### src/rtl/wpfd_pkg.sv
// ----------------------------------------------------------------------------
// WAVE PCM format detector package
// Shared types, phase and reason codes, header ids and the PCM subformat GUID.
// ----------------------------------------------------------------------------
package wpfd_pkg;

	typedef struct packed {
		logic [7:0] data_byte;
		logic       end_of_file;
	} item_t;

	typedef struct packed {
		logic       simple_pcm;
		logic [2:0] reason;
	} result_t;

	localparam logic [2:0] PH_RIFF = 3'd0;
	localparam logic [2:0] PH_CHDR = 3'd1;
	localparam logic [2:0] PH_SKIP = 3'd2;
	localparam logic [2:0] PH_FMT  = 3'd3;
	localparam logic [2:0] PH_DONE = 3'd4;

	localparam logic [2:0] RSN_PCM       = 3'd0;
	localparam logic [2:0] RSN_EXT_PCM   = 3'd1;
	localparam logic [2:0] RSN_BAD_HDR   = 3'd2;
	localparam logic [2:0] RSN_NO_FMT    = 3'd3;
	localparam logic [2:0] RSN_OTHER_TAG = 3'd4;
	localparam logic [2:0] RSN_EXT_OTHER = 3'd5;

	localparam logic [31:0] ID_RIFF = 32'h5249_4646;
	localparam logic [31:0] ID_WAVE = 32'h5741_5645;
	localparam logic [31:0] ID_FMT  = 32'h666D_7420;

	localparam logic [15:0] TAG_PCM  = 16'h0001;
	localparam logic [15:0] TAG_EXT  = 16'hFFFE;
	localparam logic [5:0]  GUID_OFS = 6'd24;
	localparam logic [5:0]  FMT_MAX  = 6'd40;

	localparam logic [5:0] RIFF_ID_END  = 6'd4;
	localparam logic [5:0] RIFF_HDR_END = 6'd12;
	localparam logic [5:0] CHDR_ID_END  = 6'd4;
	localparam logic [5:0] CHDR_END     = 6'd8;
	localparam logic [5:0] TAG_END      = 6'd2;

	function automatic logic [7:0] pcm_guid_byte(input logic [3:0] idx);
		logic [7:0] b;
		case (idx)
			4'd0:    b = 8'h01;
			4'd6:    b = 8'h10;
			4'd8:    b = 8'h80;
			4'd11:   b = 8'hAA;
			4'd13:   b = 8'h38;
			4'd14:   b = 8'h9B;
			4'd15:   b = 8'h71;
			default: b = 8'h00;
		endcase
		return b;
	endfunction

endpackage

### src/rtl/wpfd_parse.sv
// ----------------------------------------------------------------------------
// WAVE PCM format detector parser
// Per-file parse state; consumes one byte per enable and flags the verdict.
// ----------------------------------------------------------------------------
module wpfd_parse (
	input  logic           clk,
	input  logic           arst_n,
	input  logic           en,
	input  wpfd_pkg::item_t   item,
	output logic           res_fire,
	output wpfd_pkg::result_t res
);
	import wpfd_pkg::*;

	logic [2:0]  phase_q,   phase_d;
	logic [5:0]  cnt_q,     cnt_d;
	logic [31:0] id_q,      id_d;
	logic [31:0] len_q,     len_d;
	logic [32:0] skip_q,    skip_d;
	logic [15:0] tag_q,     tag_d;
	logic        guid_ok_q, guid_ok_d;
	logic        done_q,    done_d;

	logic        emit;
	logic [2:0]  rsn;
	logic [7:0]  b;
	logic [5:0]  cnt_inc;
	logic [5:0]  tgt;
	logic [5:0]  len_tgt;
	logic [5:0]  guid_pos;
	logic [32:0] skip_dec;

	assign b        = item.data_byte;
	assign cnt_inc  = cnt_q + 6'd1;
	assign tgt      = (len_q < 32'(FMT_MAX)) ? len_q[5:0] : FMT_MAX;
	assign len_tgt  = (len_d < 32'(FMT_MAX)) ? len_d[5:0] : FMT_MAX;
	assign guid_pos = cnt_q - GUID_OFS;
	assign skip_dec = (skip_q != 33'd0) ? (skip_q - 33'd1) : skip_q;

	always_comb begin
		phase_d   = phase_q;
		cnt_d     = cnt_q;
		id_d      = id_q;
		len_d     = len_q;
		skip_d    = skip_q;
		tag_d     = tag_q;
		guid_ok_d = guid_ok_q;
		done_d    = done_q;
		emit      = 1'b0;
		rsn       = RSN_PCM;

		if (!done_q) begin
			unique case (phase_q)
				PH_RIFF: begin
					id_d  = {id_q[23:0], b};
					cnt_d = cnt_inc;
					if (cnt_inc == RIFF_ID_END && id_d != ID_RIFF) begin
						emit = 1'b1;
						rsn  = RSN_BAD_HDR;
					end else if (cnt_inc == RIFF_HDR_END) begin
						if (id_d != ID_WAVE) begin
							emit = 1'b1;
							rsn  = RSN_BAD_HDR;
						end else begin
							phase_d = PH_CHDR;
							cnt_d   = 6'd0;
							id_d    = 32'd0;
						end
					end
				end
				PH_CHDR: begin
					if (cnt_q < CHDR_ID_END)
						id_d = {id_q[23:0], b};
					else begin
						case (cnt_q[1:0])
							2'd0:    len_d[7:0]   = len_q[7:0]   | b;
							2'd1:    len_d[15:8]  = len_q[15:8]  | b;
							2'd2:    len_d[23:16] = len_q[23:16] | b;
							default: len_d[31:24] = len_q[31:24] | b;
						endcase
					end
					cnt_d = cnt_inc;
					if (cnt_inc == CHDR_END) begin
						cnt_d = 6'd0;
						if (id_d == ID_FMT) begin
							tag_d     = 16'd0;
							guid_ok_d = 1'b1;
							if (len_tgt == 6'd0) begin
								emit = 1'b1;
								rsn  = RSN_NO_FMT;
							end else
								phase_d = PH_FMT;
						end else begin
							skip_d  = {1'b0, len_d} + {32'd0, len_d[0]};
							phase_d = (skip_d == 33'd0) ? PH_CHDR : PH_SKIP;
							id_d    = 32'd0;
							len_d   = 32'd0;
						end
					end
				end
				PH_SKIP: begin
					skip_d = skip_dec;
					if (skip_dec == 33'd0) begin
						phase_d = PH_CHDR;
						cnt_d   = 6'd0;
						id_d    = 32'd0;
						len_d   = 32'd0;
					end
				end
				PH_FMT: begin
					if (cnt_q == 6'd0)
						tag_d = {8'd0, b};
					else if (cnt_q == 6'd1)
						tag_d = {b, tag_q[7:0]};
					else if (cnt_q >= GUID_OFS && cnt_q < FMT_MAX) begin
						if (b != pcm_guid_byte(guid_pos[3:0]))
							guid_ok_d = 1'b0;
					end
					cnt_d = cnt_inc;
					if (cnt_inc == TAG_END) begin
						if (tag_d == TAG_PCM) begin
							emit = 1'b1;
							rsn  = RSN_PCM;
						end else if (tag_d != TAG_EXT) begin
							emit = 1'b1;
							rsn  = RSN_OTHER_TAG;
						end else if (tgt < FMT_MAX) begin
							emit = 1'b1;
							rsn  = RSN_NO_FMT;
						end
					end else if (cnt_inc >= tgt) begin
						emit = 1'b1;
						if (tgt < TAG_END)
							rsn = RSN_NO_FMT;
						else
							rsn = guid_ok_d ? RSN_EXT_PCM : RSN_EXT_OTHER;
					end
				end
				default: begin
				end
			endcase
			if (emit) begin
				done_d  = 1'b1;
				phase_d = PH_DONE;
			end
		end

		if (item.end_of_file) begin
			if (!done_q && !emit) begin
				emit = 1'b1;
				rsn  = (phase_d == PH_RIFF) ? RSN_BAD_HDR : RSN_NO_FMT;
			end
			phase_d   = PH_RIFF;
			cnt_d     = 6'd0;
			id_d      = 32'd0;
			len_d     = 32'd0;
			skip_d    = 33'd0;
			tag_d     = 16'd0;
			guid_ok_d = 1'b1;
			done_d    = 1'b0;
		end
	end

	assign res_fire       = en && emit;
	assign res.reason     = rsn;
	assign res.simple_pcm = (rsn == RSN_PCM) || (rsn == RSN_EXT_PCM);

	always_ff @(posedge clk or negedge arst_n) begin
		if (!arst_n) begin
			phase_q   <= PH_RIFF;
			cnt_q     <= 6'd0;
			id_q      <= 32'd0;
			len_q     <= 32'd0;
			skip_q    <= 33'd0;
			tag_q     <= 16'd0;
			guid_ok_q <= 1'b1;
			done_q    <= 1'b0;
		end else if (en) begin
			phase_q   <= phase_d;
			cnt_q     <= cnt_d;
			id_q      <= id_d;
			len_q     <= len_d;
			skip_q    <= skip_d;
			tag_q     <= tag_d;
			guid_ok_q <= guid_ok_d;
			done_q    <= done_d;
		end
	end

endmodule

### src/rtl/wpfd_out_reg.sv
// ----------------------------------------------------------------------------
// WAVE PCM format detector result register
// Holds one verdict until the downstream transfer; frees itself when taken.
// ----------------------------------------------------------------------------
module wpfd_out_reg (
	input  logic              clk,
	input  logic              arst_n,
	input  logic              load,
	input  wpfd_pkg::result_t res,
	output logic              free,
	output logic              result_valid,
	input  logic              result_stall,
	output wpfd_pkg::result_t result
);
	import wpfd_pkg::*;

	logic    valid_q;
	result_t res_q;

	assign free         = !valid_q || !result_stall;
	assign result_valid = valid_q;
	assign result       = res_q;

	always_ff @(posedge clk or negedge arst_n) begin
		if (!arst_n)
			valid_q <= 1'b0;
		else if (free)
			valid_q <= load;
	end

	always_ff @(posedge clk) begin
		if (load && free)
			res_q <= res;
	end

endmodule

### src/rtl/wave_pcm_format_detector_top.sv
// ----------------------------------------------------------------------------
// WAVE PCM format detector
// Takes one file byte per transfer and returns one PCM verdict per file.
// ----------------------------------------------------------------------------
// Throughput is one byte per clock while no held verdict is stalled; a byte
// passes through the input register and the parse logic into the result
// register, which holds its verdict. The parse state updates once per byte,
// and the input stalls while a byte waits and a held verdict is stalled.
module wave_pcm_format_detector_top (
	input  logic              clk,
	input  logic              arst_n,
	input  logic              item_valid,
	output logic              item_stall,
	input  wpfd_pkg::item_t   item,
	output logic              result_valid,
	input  logic              result_stall,
	output wpfd_pkg::result_t result
);
	import wpfd_pkg::*;

	logic    item_valid_s1;
	item_t   item_s1;
	logic    out_free;
	logic    advance;
	logic    res_fire;
	result_t res;

	assign advance    = item_valid_s1 && out_free;
	assign item_stall = item_valid_s1 && !advance;

	always_ff @(posedge clk or negedge arst_n) begin
		if (!arst_n)
			item_valid_s1 <= 1'b0;
		else if (!item_stall)
			item_valid_s1 <= item_valid;
	end

	always_ff @(posedge clk) begin
		if (item_valid && !item_stall)
			item_s1 <= item;
	end

	wpfd_parse u_parse (
		.clk      (clk),
		.arst_n   (arst_n),
		.en       (advance),
		.item     (item_s1),
		.res_fire (res_fire),
		.res      (res)
	);

	wpfd_out_reg u_out_reg (
		.clk          (clk),
		.arst_n       (arst_n),
		.load         (res_fire),
		.res          (res),
		.free         (out_free),
		.result_valid (result_valid),
		.result_stall (result_stall),
		.result       (result)
	);

endmodule

### config.mk
export PLATFORM = sky130hd
export DESIGN_NAME = wave_pcm_format_detector_top
export DESIGN_NICKNAME = d
export VERILOG_FILES = /design/src/rtl/wpfd_pkg.sv /design/src/rtl/wpfd_parse.sv /design/src/rtl/wpfd_out_reg.sv /design/src/rtl/wave_pcm_format_detector_top.sv
export SDC_FILE = /design/constraint.sdc
export NUM_CORES = 1
export LEC_CHECK = 0
export BUFFER_PORTS_ARGS = -buffer_cell sky130_fd_sc_hd__buf_4
export CAP_MARGIN = 20
export CORE_MARGIN = 4
export CORE_UTILIZATION = 50
export DETAILED_ROUTE_END_ITERATION = 7
export HOLD_SLACK_MARGIN = 0.03
export PLACE_DENSITY = 0.76
export SLEW_MARGIN = 40
export SYNTH_ARGS = -nofsm -noshare
export SYNTH_HDL_FRONTEND = slang
export SYNTH_SLANG_ARGS = --single-unit
### constraint.sdc
create_clock -name clk -period 5.9 [get_ports clk]
set_clock_uncertainty 0.2 [all_clocks]
set_input_delay 0.295 -clock clk [delete_from_list [all_inputs] [get_ports clk]]
set_output_delay 0.295 -clock clk [all_outputs]
set_load 0.03 [all_outputs]
==> results.toml, run 1 <==
[status]
run_status = "finished, final reports clean"

[timing]
whs_ns = 0.237
slew_violations = 0
final.min_clock_period_ns = 5.38
fmax_mhz = 186
unrepaired_setup_endpoints_after_global_routing = "false"
worst_slew_margin_rel_pct = 44.0
final.setup.tns_ns = 0
fin_crit_sh_pct = 91.2
tightestPinTransition_ns = 0.832
finalSetupViolCount = 0
timing.final.ws_setup_ns = 0.519
final-hold-violation-count = 0

[place]
portBuffers = 18
routabilityCongestion = 0.980
place_hpwl_um = 21000
place_worst_setup_slack_ns = 0.274
placement.cell_area_um2 = 9780

[setup_path]
crit_fanout = 15
critical_path_source_type = "flop"
timing_worst_setup_path_type = "flop to flop"
worst-r2r-setup-slack_ns = 0.52
critical_path.endpoint_type = "flop"
critical-path-slowest-cell = "sky130_fd_sc_hd__or4_1"
critical_path.cell_chain = "inv_1 -> ha_1 -> o41a_1 -> a21oi_1 -> or4_1 -> nor4_1 -> xnor2_1 -> a2111o_1 -> or4b_1 -> nor4_1 -> buf_4 -> or2_2 -> o211ai_1 -> o2bb2ai_1"
critical_path_required_time_ns = 5.89
r2r-start = "u_parse.cnt_q[0]$_DFFE_PN0P_"
crit-reg2reg-capture = "u_out_reg.result[0]$_DFFE_PP_"
setup.worst_path.end = "u_out_reg.result[0]$_DFFE_PP_"
worst-r2r-cell-count = 14
critPathMaxStageDelay_ns = 0.74
timing.critical_path.from = "u_parse.cnt_q[0]$_DFFE_PN0P_"
cell_occurring_most_often_along_the_worst_timing_path = "sky130_fd_sc_hd__nor4_1"
critPathArrivalTime_ns = 5.37

[clock_network]
cts_made_buffers = 17
cts.clk_slew.worst_paths_ns = 0.06
clk_path_buf_depth = 2
cts.htree.levels = 4
cts_tree = "done"
root_buffer = "sky130_fd_sc_hd__clkbuf_16"
cts_sinks = 139
clk-insertion-delay-late_ns = 0.44

[pwr]
power.sequential.fraction_pct = 29.1
internal_power_mw = 2.35
leakage_nw = 4.41
power.switching_fraction_pct = 40.9
post-layout-total-power_mw = 3.97
p_sw_mw = 1.63
power.combinational.fraction_pct = 40.3
irDropWorstVdd_mv = 0.222
power.density_nw_per_um2 = 375
clockPowerShare_pct = 30.6

[drt]
postRouteWirelength_um = 30000
dr.pass1.iters = 6
via_density = 6.80
routedWlPerCell_um = 21.7
drt-initial-drc-count = 1173
routed-via-count = 9421
drc = 0
ant_nets = 0

[yosys]
synth-edff-count = 13
synth_fp_nets = 1161
postSynthAreaPerCell_um2 = 8.34
async_reset_ff_share_pct = 90.6
netlist_area_um2 = 9450
yosysWarnings = 0
yosys_most_used_dff = "sky130_fd_sc_hd__dfrtp_1"
synthCells = 1134
yosys_register_bits = 139
synthDistinctLibCells = 84
ys_seq_area_share_pct = 37.5

[grt]
initial_antenna_violation_count = 0
grt_usage_pct = 28.1
wire_length_of_the_first_global_routing_pass_um = 48000
sum_of_overflow_across_all_layers_after_global_routing = 0
first_global_vias = 8628
maximum_number_of_pins_on_one_net_before_global_route_repair = 71

[finish]
layout-drive-gt1-share_pct = 9.47
antenna_cells = 0
layout.cell_area.non_filler_um2 = 10600
nFillCells = 1658
final_common_cell = "sky130_fd_sc_hd__dfrtp_1"
area_delta_synth_final_pct = 12.0
design.final.nets = 1165
mostFrequentLayoutCells = "125 x sky130_fd_sc_hd__dfrtp_1, 114 x sky130_fd_sc_hd__nor2_1, 114 x sky130_fd_sc_hd__a21oi_1, 99 x sky130_fd_sc_hd__nand2_1, 80 x sky130_fd_sc_hd__o21ai_0"

[floorplanning]
design.portCount = 19
die_height_um = 146
die_w_um = 146
design.die.area_um2 = 21200
initial_standard_cell_utilization_of_the_core_pct = 50.7
design.core.area_um2 = 18600
row_count = 50

[job]
max_cap_violations = 0

[hold_path]
hold_class = "primary input to asynchronous set/reset pin"
## cells by family (layout without fill, tap and decap cells)
group | count (synthesis) | in the layout | share of synthesized area (%)
fa+ha+maj | 14 | 14 | 1.85
mux | 3 | 3 | 0.331
compound gates | 367 | 367 | 25.5
xor+xnor | 38 | 38 | 3.52
flops | 139 | 139 | 37.5
simple gates | 481 | 481 | 27.3
buf+inv | 92 | 109 | 3.96
## worst max-delay path: cells and delay by family (launching register included)
kind            cells  cell delay (ns)
xor+xnor            1             0.16
buf+inv             2             0.35
compound gates      5             1.44
flops               1             0.45
simple gates        5             2.24
fa+ha+maj           1             0.28
## state kept, by name (all words and copies together) (netlist names)
name                    cells
item_s1                     9
item_valid_s1               1
u_parse.phase_q             3
u_parse.tag_q              16
u_parse.cnt_q               6
u_parse.len_q              32
u_parse.id_q               32
u_parse.skip_q             33
u_parse.done_q              1
u_parse.guid_ok_q           1
u_out_reg.result            4
u_out_reg.result_valid      1
## synthesized netlist by cell type (15+ instances only)
cell type / n / area (um2)
sky130_fd_sc_hd__xnor2_1: 23 / 201
sky130_fd_sc_hd__clkbuf_1: 49 / 184
sky130_fd_sc_hd__o21ai_0: 80 / 400
sky130_fd_sc_hd__a21oi_1: 114 / 571
sky130_fd_sc_hd__inv_1: 22 / 82.6
sky130_fd_sc_hd__nand2_1: 100 / 375
sky130_fd_sc_hd__dfrtp_1: 125 / 3130
sky130_fd_sc_hd__nor2_1: 115 / 432
sky130_fd_sc_hd__nor3_1: 48 / 240
sky130_fd_sc_hd__a22o_1: 60 / 526
sky130_fd_sc_hd__nor4_1: 49 / 307
sky130_fd_sc_hd__xor2_1: 15 / 131
sky130_fd_sc_hd__a31oi_1: 22 / 138
sky130_fd_sc_hd__nand2b_1: 15 / 93.8
sky130_fd_sc_hd__nand3_1: 28 / 140
## per-layer routing
layer	wire length, um	GRT usage, %	up-vias
li1	-	-	4282
met1	13200	40.8	4507
met2	12700	39.8	549
met3	3340	8.81	83
met4	811	9.64	0
met5	0	0	-
## per-stage QoR
stage / cells / util, %
after floorplan: 1134 / -
after global placement: 1340 / 52.4
after detailed placement: 1340 / 52.4
after CTS: 1385 / 56.7
after global routing: 1385 / 56.8
final: 1385 / 56.8
## power groups by stage
stage	Combinational (mW)	Sequential, mW	Clock [mW]
3_3_place_gp	1.50	1.16	0
2_1_floorplan	1.16	1.12	0
3_5_place_dp	1.53	1.16	0
6_report	1.60	1.16	1.22
5_1_grt	1.75	1.17	1.26
4_1_cts	1.55	1.15	1.22
## area by class of cell
cell class	instances	area (um2)	share of cell area (%)
well taps	234	293	2.77
clock inverters	9	155	1.47
multi-input cells	903	5550	52.4
flip-flops and latches	139	3540	33.5
repair buffers	55	449	4.24
clock buffers	23	509	4.81
inverters	22	82.6	0.780
## how the worst min path moves through the flow
stage | depth (start not counted) | to | slack (ns)
after detailed placement | 1 | u_parse.id_q[26]$_DFFE_PN0P_ | 0.16
after global placement | 1 | item_s1[7]$_DFFE_PP_ | 0.27
final | 2 | u_parse.id_q[18]$_DFFE_PN0P_ | 0.24
after global routing | 2 | u_parse.id_q[26]$_DFFE_PN0P_ | 0.30
after CTS | 2 | u_parse.id_q[19]$_DFFE_PN0P_ | 0.27
after floorplan | 0 | item_valid_s1$_DFFE_PN0N_ | -0.20
## repair_timing
item	in CTS	in global routing
hold endpoints to repair	80	0
endpoints found under the setup margin	0	3
setup buffers	0	0
resized for setup	0	2
hold buffers	13	0
No activity file was read; power rests on OpenSTA's default activity.
==> run 2: changes to the inputs <==
- CORE_MARGIN: 4 -> 2
- CTS_CLUSTER_SIZE: unset -> 24
==> results.toml, run 2 (synthesis results as in run 1) <==
[drt]
routedWlPerCell_um = 21.0
postRouteWirelength_um = 29100
drc = 0
dr.pass1.iters = 6
drt-initial-drc-count = 1370
routed-via-count = 9391
ant_nets = 0
via_density = 6.79

[finish]
design.final.nets = 1163
layout.area.seq_um2 = 3540
largest_register_ff_count = 33
nFillCells = 1711
largest_register = "u_parse.skip_q"
final_common_cell = "sky130_fd_sc_hd__dfrtp_1"
area_of_the_multi_input_gates_um2 = 5550
biggestRegsByFlops = "u_parse.skip_q: 33 flops, u_parse.id_q: 32 flops, u_parse.len_q: 32 flops"
mostFrequentLayoutCells = "125 x sky130_fd_sc_hd__dfrtp_1, 114 x sky130_fd_sc_hd__nor2_1, 114 x sky130_fd_sc_hd__a21oi_1, 99 x sky130_fd_sc_hd__nand2_1, 80 x sky130_fd_sc_hd__o21ai_0"
antenna_cells = 0
layout-drive-gt1-share_pct = 9.05
area_delta_synth_final_pct = 10.6

[hold_path]
hold_class = "primary input to asynchronous set/reset pin"

[timing]
timing.final.ws_setup_ns = 0.350
final.setup.tns_ns = 0
finalSetupViolCount = 0
fin_crit_sh_pct = 94.1
final-hold-violation-count = 0
worst_slew_margin_rel_pct = 44.0
tightestPinTransition_ns = 0.832
slew_violations = 0
fmax_mhz = 180
unrepaired_setup_endpoints_after_global_routing = "false"
final.min_clock_period_ns = 5.55

[pwr]
irDropWorstVdd_mv = 0.246
internal_power_mw = 2.14
power.switching_fraction_pct = 42.6
p_sw_mw = 1.59
power.combinational.fraction_pct = 42.5
post-layout-total-power_mw = 3.73
power.density_nw_per_um2 = 357
clockPowerShare_pct = 26.5
leakage_nw = 4.34
power.sequential.fraction_pct = 31.0

[job]
max_cap_violations = 0

[grt]
initial_antenna_violation_count = 0
first_global_vias = 8662
grt_usage_pct = 29.8
sum_of_overflow_across_all_layers_after_global_routing = 0
maximum_number_of_pins_on_one_net_before_global_route_repair = 72
wire_length_of_the_first_global_routing_pass_um = 47100

[place]
place_hpwl_um = 20700
routabilityCongestion = 0.973
portBuffers = 18
place_worst_setup_slack_ns = 0.381

[setup_path]
critical_path_source_type = "flop"
timing_worst_setup_path_type = "flop to flop"
crit_fanout = 10
setup.worst_path.end = "u_out_reg.result[0]$_DFFE_PP_"
critical_path_required_time_ns = 5.87
timing.critical_path.from = "u_parse.cnt_q[0]$_DFFE_PN0P_"
critPathArrivalTime_ns = 5.52
critical_path.endpoint_type = "flop"
r2r-start = "u_parse.cnt_q[0]$_DFFE_PN0P_"
worst-r2r-setup-slack_ns = 0.35
crit-reg2reg-capture = "u_out_reg.result[0]$_DFFE_PP_"
worst-r2r-cell-count = 15

[clock_network]
clk_path_buf_depth = 2
cts_setup_buffers = 0
cts.htree.levels = 4
cts_made_buffers = 17
cts_sinks = 139
root_buffer = "sky130_fd_sc_hd__clkbuf_16"
cts.clk_slew.worst_paths_ns = 0.06
cts_tree = "done"
clk-insertion-delay-late_ns = 0.43

[floorplanning]
design.die.area_um2 = 20000
initial_standard_cell_utilization_of_the_core_pct = 50.7
design.portCount = 19
row_count = 50
die_height_um = 142
design.core.area_um2 = 18600
die_w_um = 142

[status]
run_status = "finished, final reports clean"
## run 2: cell types whose count changed in the layout (fill, tap and decap cells not counted), moves of 2 or more
cell / delta
sky130_fd_sc_hd__buf_4: -3
sky130_fd_sc_hd__bufinv_16: -4
sky130_fd_sc_hd__clkbuf_1: +3
sky130_fd_sc_hd__clkbuf_8: -3
sky130_fd_sc_hd__clkinv_2: +2
sky130_fd_sc_hd__clkinv_4: +4
## run 2: per-layer routing
| metal | vias up | routed length (um) | track usage [%] |
|---|---|---|---|
| li1 | 4307 | - | - |
| met1 | 4457 | 13000 | 44.7 |
| met3 | 67 | 3070 | 6.95 |
| met4 | 0 | 690 | 9.58 |
| met2 | 560 | 12400 | 42.4 |
| met5 | - | 0 | 0 |
## run 2: area by class of cell
class	count	area share, %
Sequential cell	139	33.9
Clock inverter	9	0.634
Multi-Input combinational cell	903	53.1
Clock buffer	23	4.58
Inverter	22	0.790
Timing Repair Buffer	53	4.19
Tap cell	234	2.80
## run 2: timing repair
action,4_1_cts,5_1_grt
endpoints found under the hold margin,66,0
setup endpoints to repair,0,1
hold buffers,13,0
resized for setup,0,2
## run 2: stage by stage
| step | cell area (um2) | hold slack, ns | util (%) | instances |
|---|---|---|---|---|
| after CTS | 10400 | 0.295 | 56.0 | 1383 |
| final | 10500 | 0.197 | 56.1 | 1383 |
| after global placement | 9760 | 0.205 | 52.3 | 1338 |
| after detailed placement | 9760 | 0.210 | 52.4 | 1338 |
| after global routing | 10500 | 0.257 | 56.1 | 1383 |
| after floorplan | 9450 | -0.201 | - | 1134 |
## run 2: worst min-delay path by stage
| stage | slack (ns) | end | cells past startpoint | from |
|---|---|---|---|---|
| 6_report | 0.20 | u_parse.id_q[28]$_DFFE_PN0P_ | 2 | arst_n |
| 5_1_grt | 0.26 | u_parse.id_q[28]$_DFFE_PN0P_ | 2 | arst_n |
| 4_1_cts | 0.29 | u_parse.id_q[28]$_DFFE_PN0P_ | 2 | arst_n |
| 3_5_place_dp | 0.21 | u_parse.id_q[28]$_DFFE_PN0P_ | 1 | arst_n |
| 3_3_place_gp | 0.20 | u_parse.id_q[29]$_DFFE_PN0P_ | 1 | arst_n |
| 2_1_floorplan | -0.20 | item_valid_s1$_DFFE_PN0N_ | 0 | arst_n |
## run 2: critical path: stages (launching register included)
cell                        delay [ns]
sky130_fd_sc_hd__dfrtp_1          0.44
sky130_fd_sc_hd__inv_1            0.14
sky130_fd_sc_hd__ha_1             0.30
sky130_fd_sc_hd__o41a_1           0.44
sky130_fd_sc_hd__a21oi_1          0.22
sky130_fd_sc_hd__nor3_1           0.49
sky130_fd_sc_hd__nand4_1          0.40
sky130_fd_sc_hd__nor4_1           0.57
sky130_fd_sc_hd__mux2i_1          0.15
sky130_fd_sc_hd__a2111o_1         0.29
sky130_fd_sc_hd__or4b_1           0.51
sky130_fd_sc_hd__nor4_1           0.56
sky130_fd_sc_hd__buf_4            0.22
sky130_fd_sc_hd__or2_2            0.10
sky130_fd_sc_hd__o211ai_1         0.09
sky130_fd_sc_hd__o2bb2ai_1        0.16
## run 2: power groups by stage
stage / clock (mW) / sequential, mW / combinational (mW)
6_report: 0.989 / 1.16 / 1.59
5_1_grt: 1.04 / 1.17 / 1.73
3_5_place_dp: 0 / 1.17 / 1.53
3_3_place_gp: 0 / 1.16 / 1.51
4_1_cts: 1.00 / 1.15 / 1.54
2_1_floorplan: 0 / 1.12 / 1.16
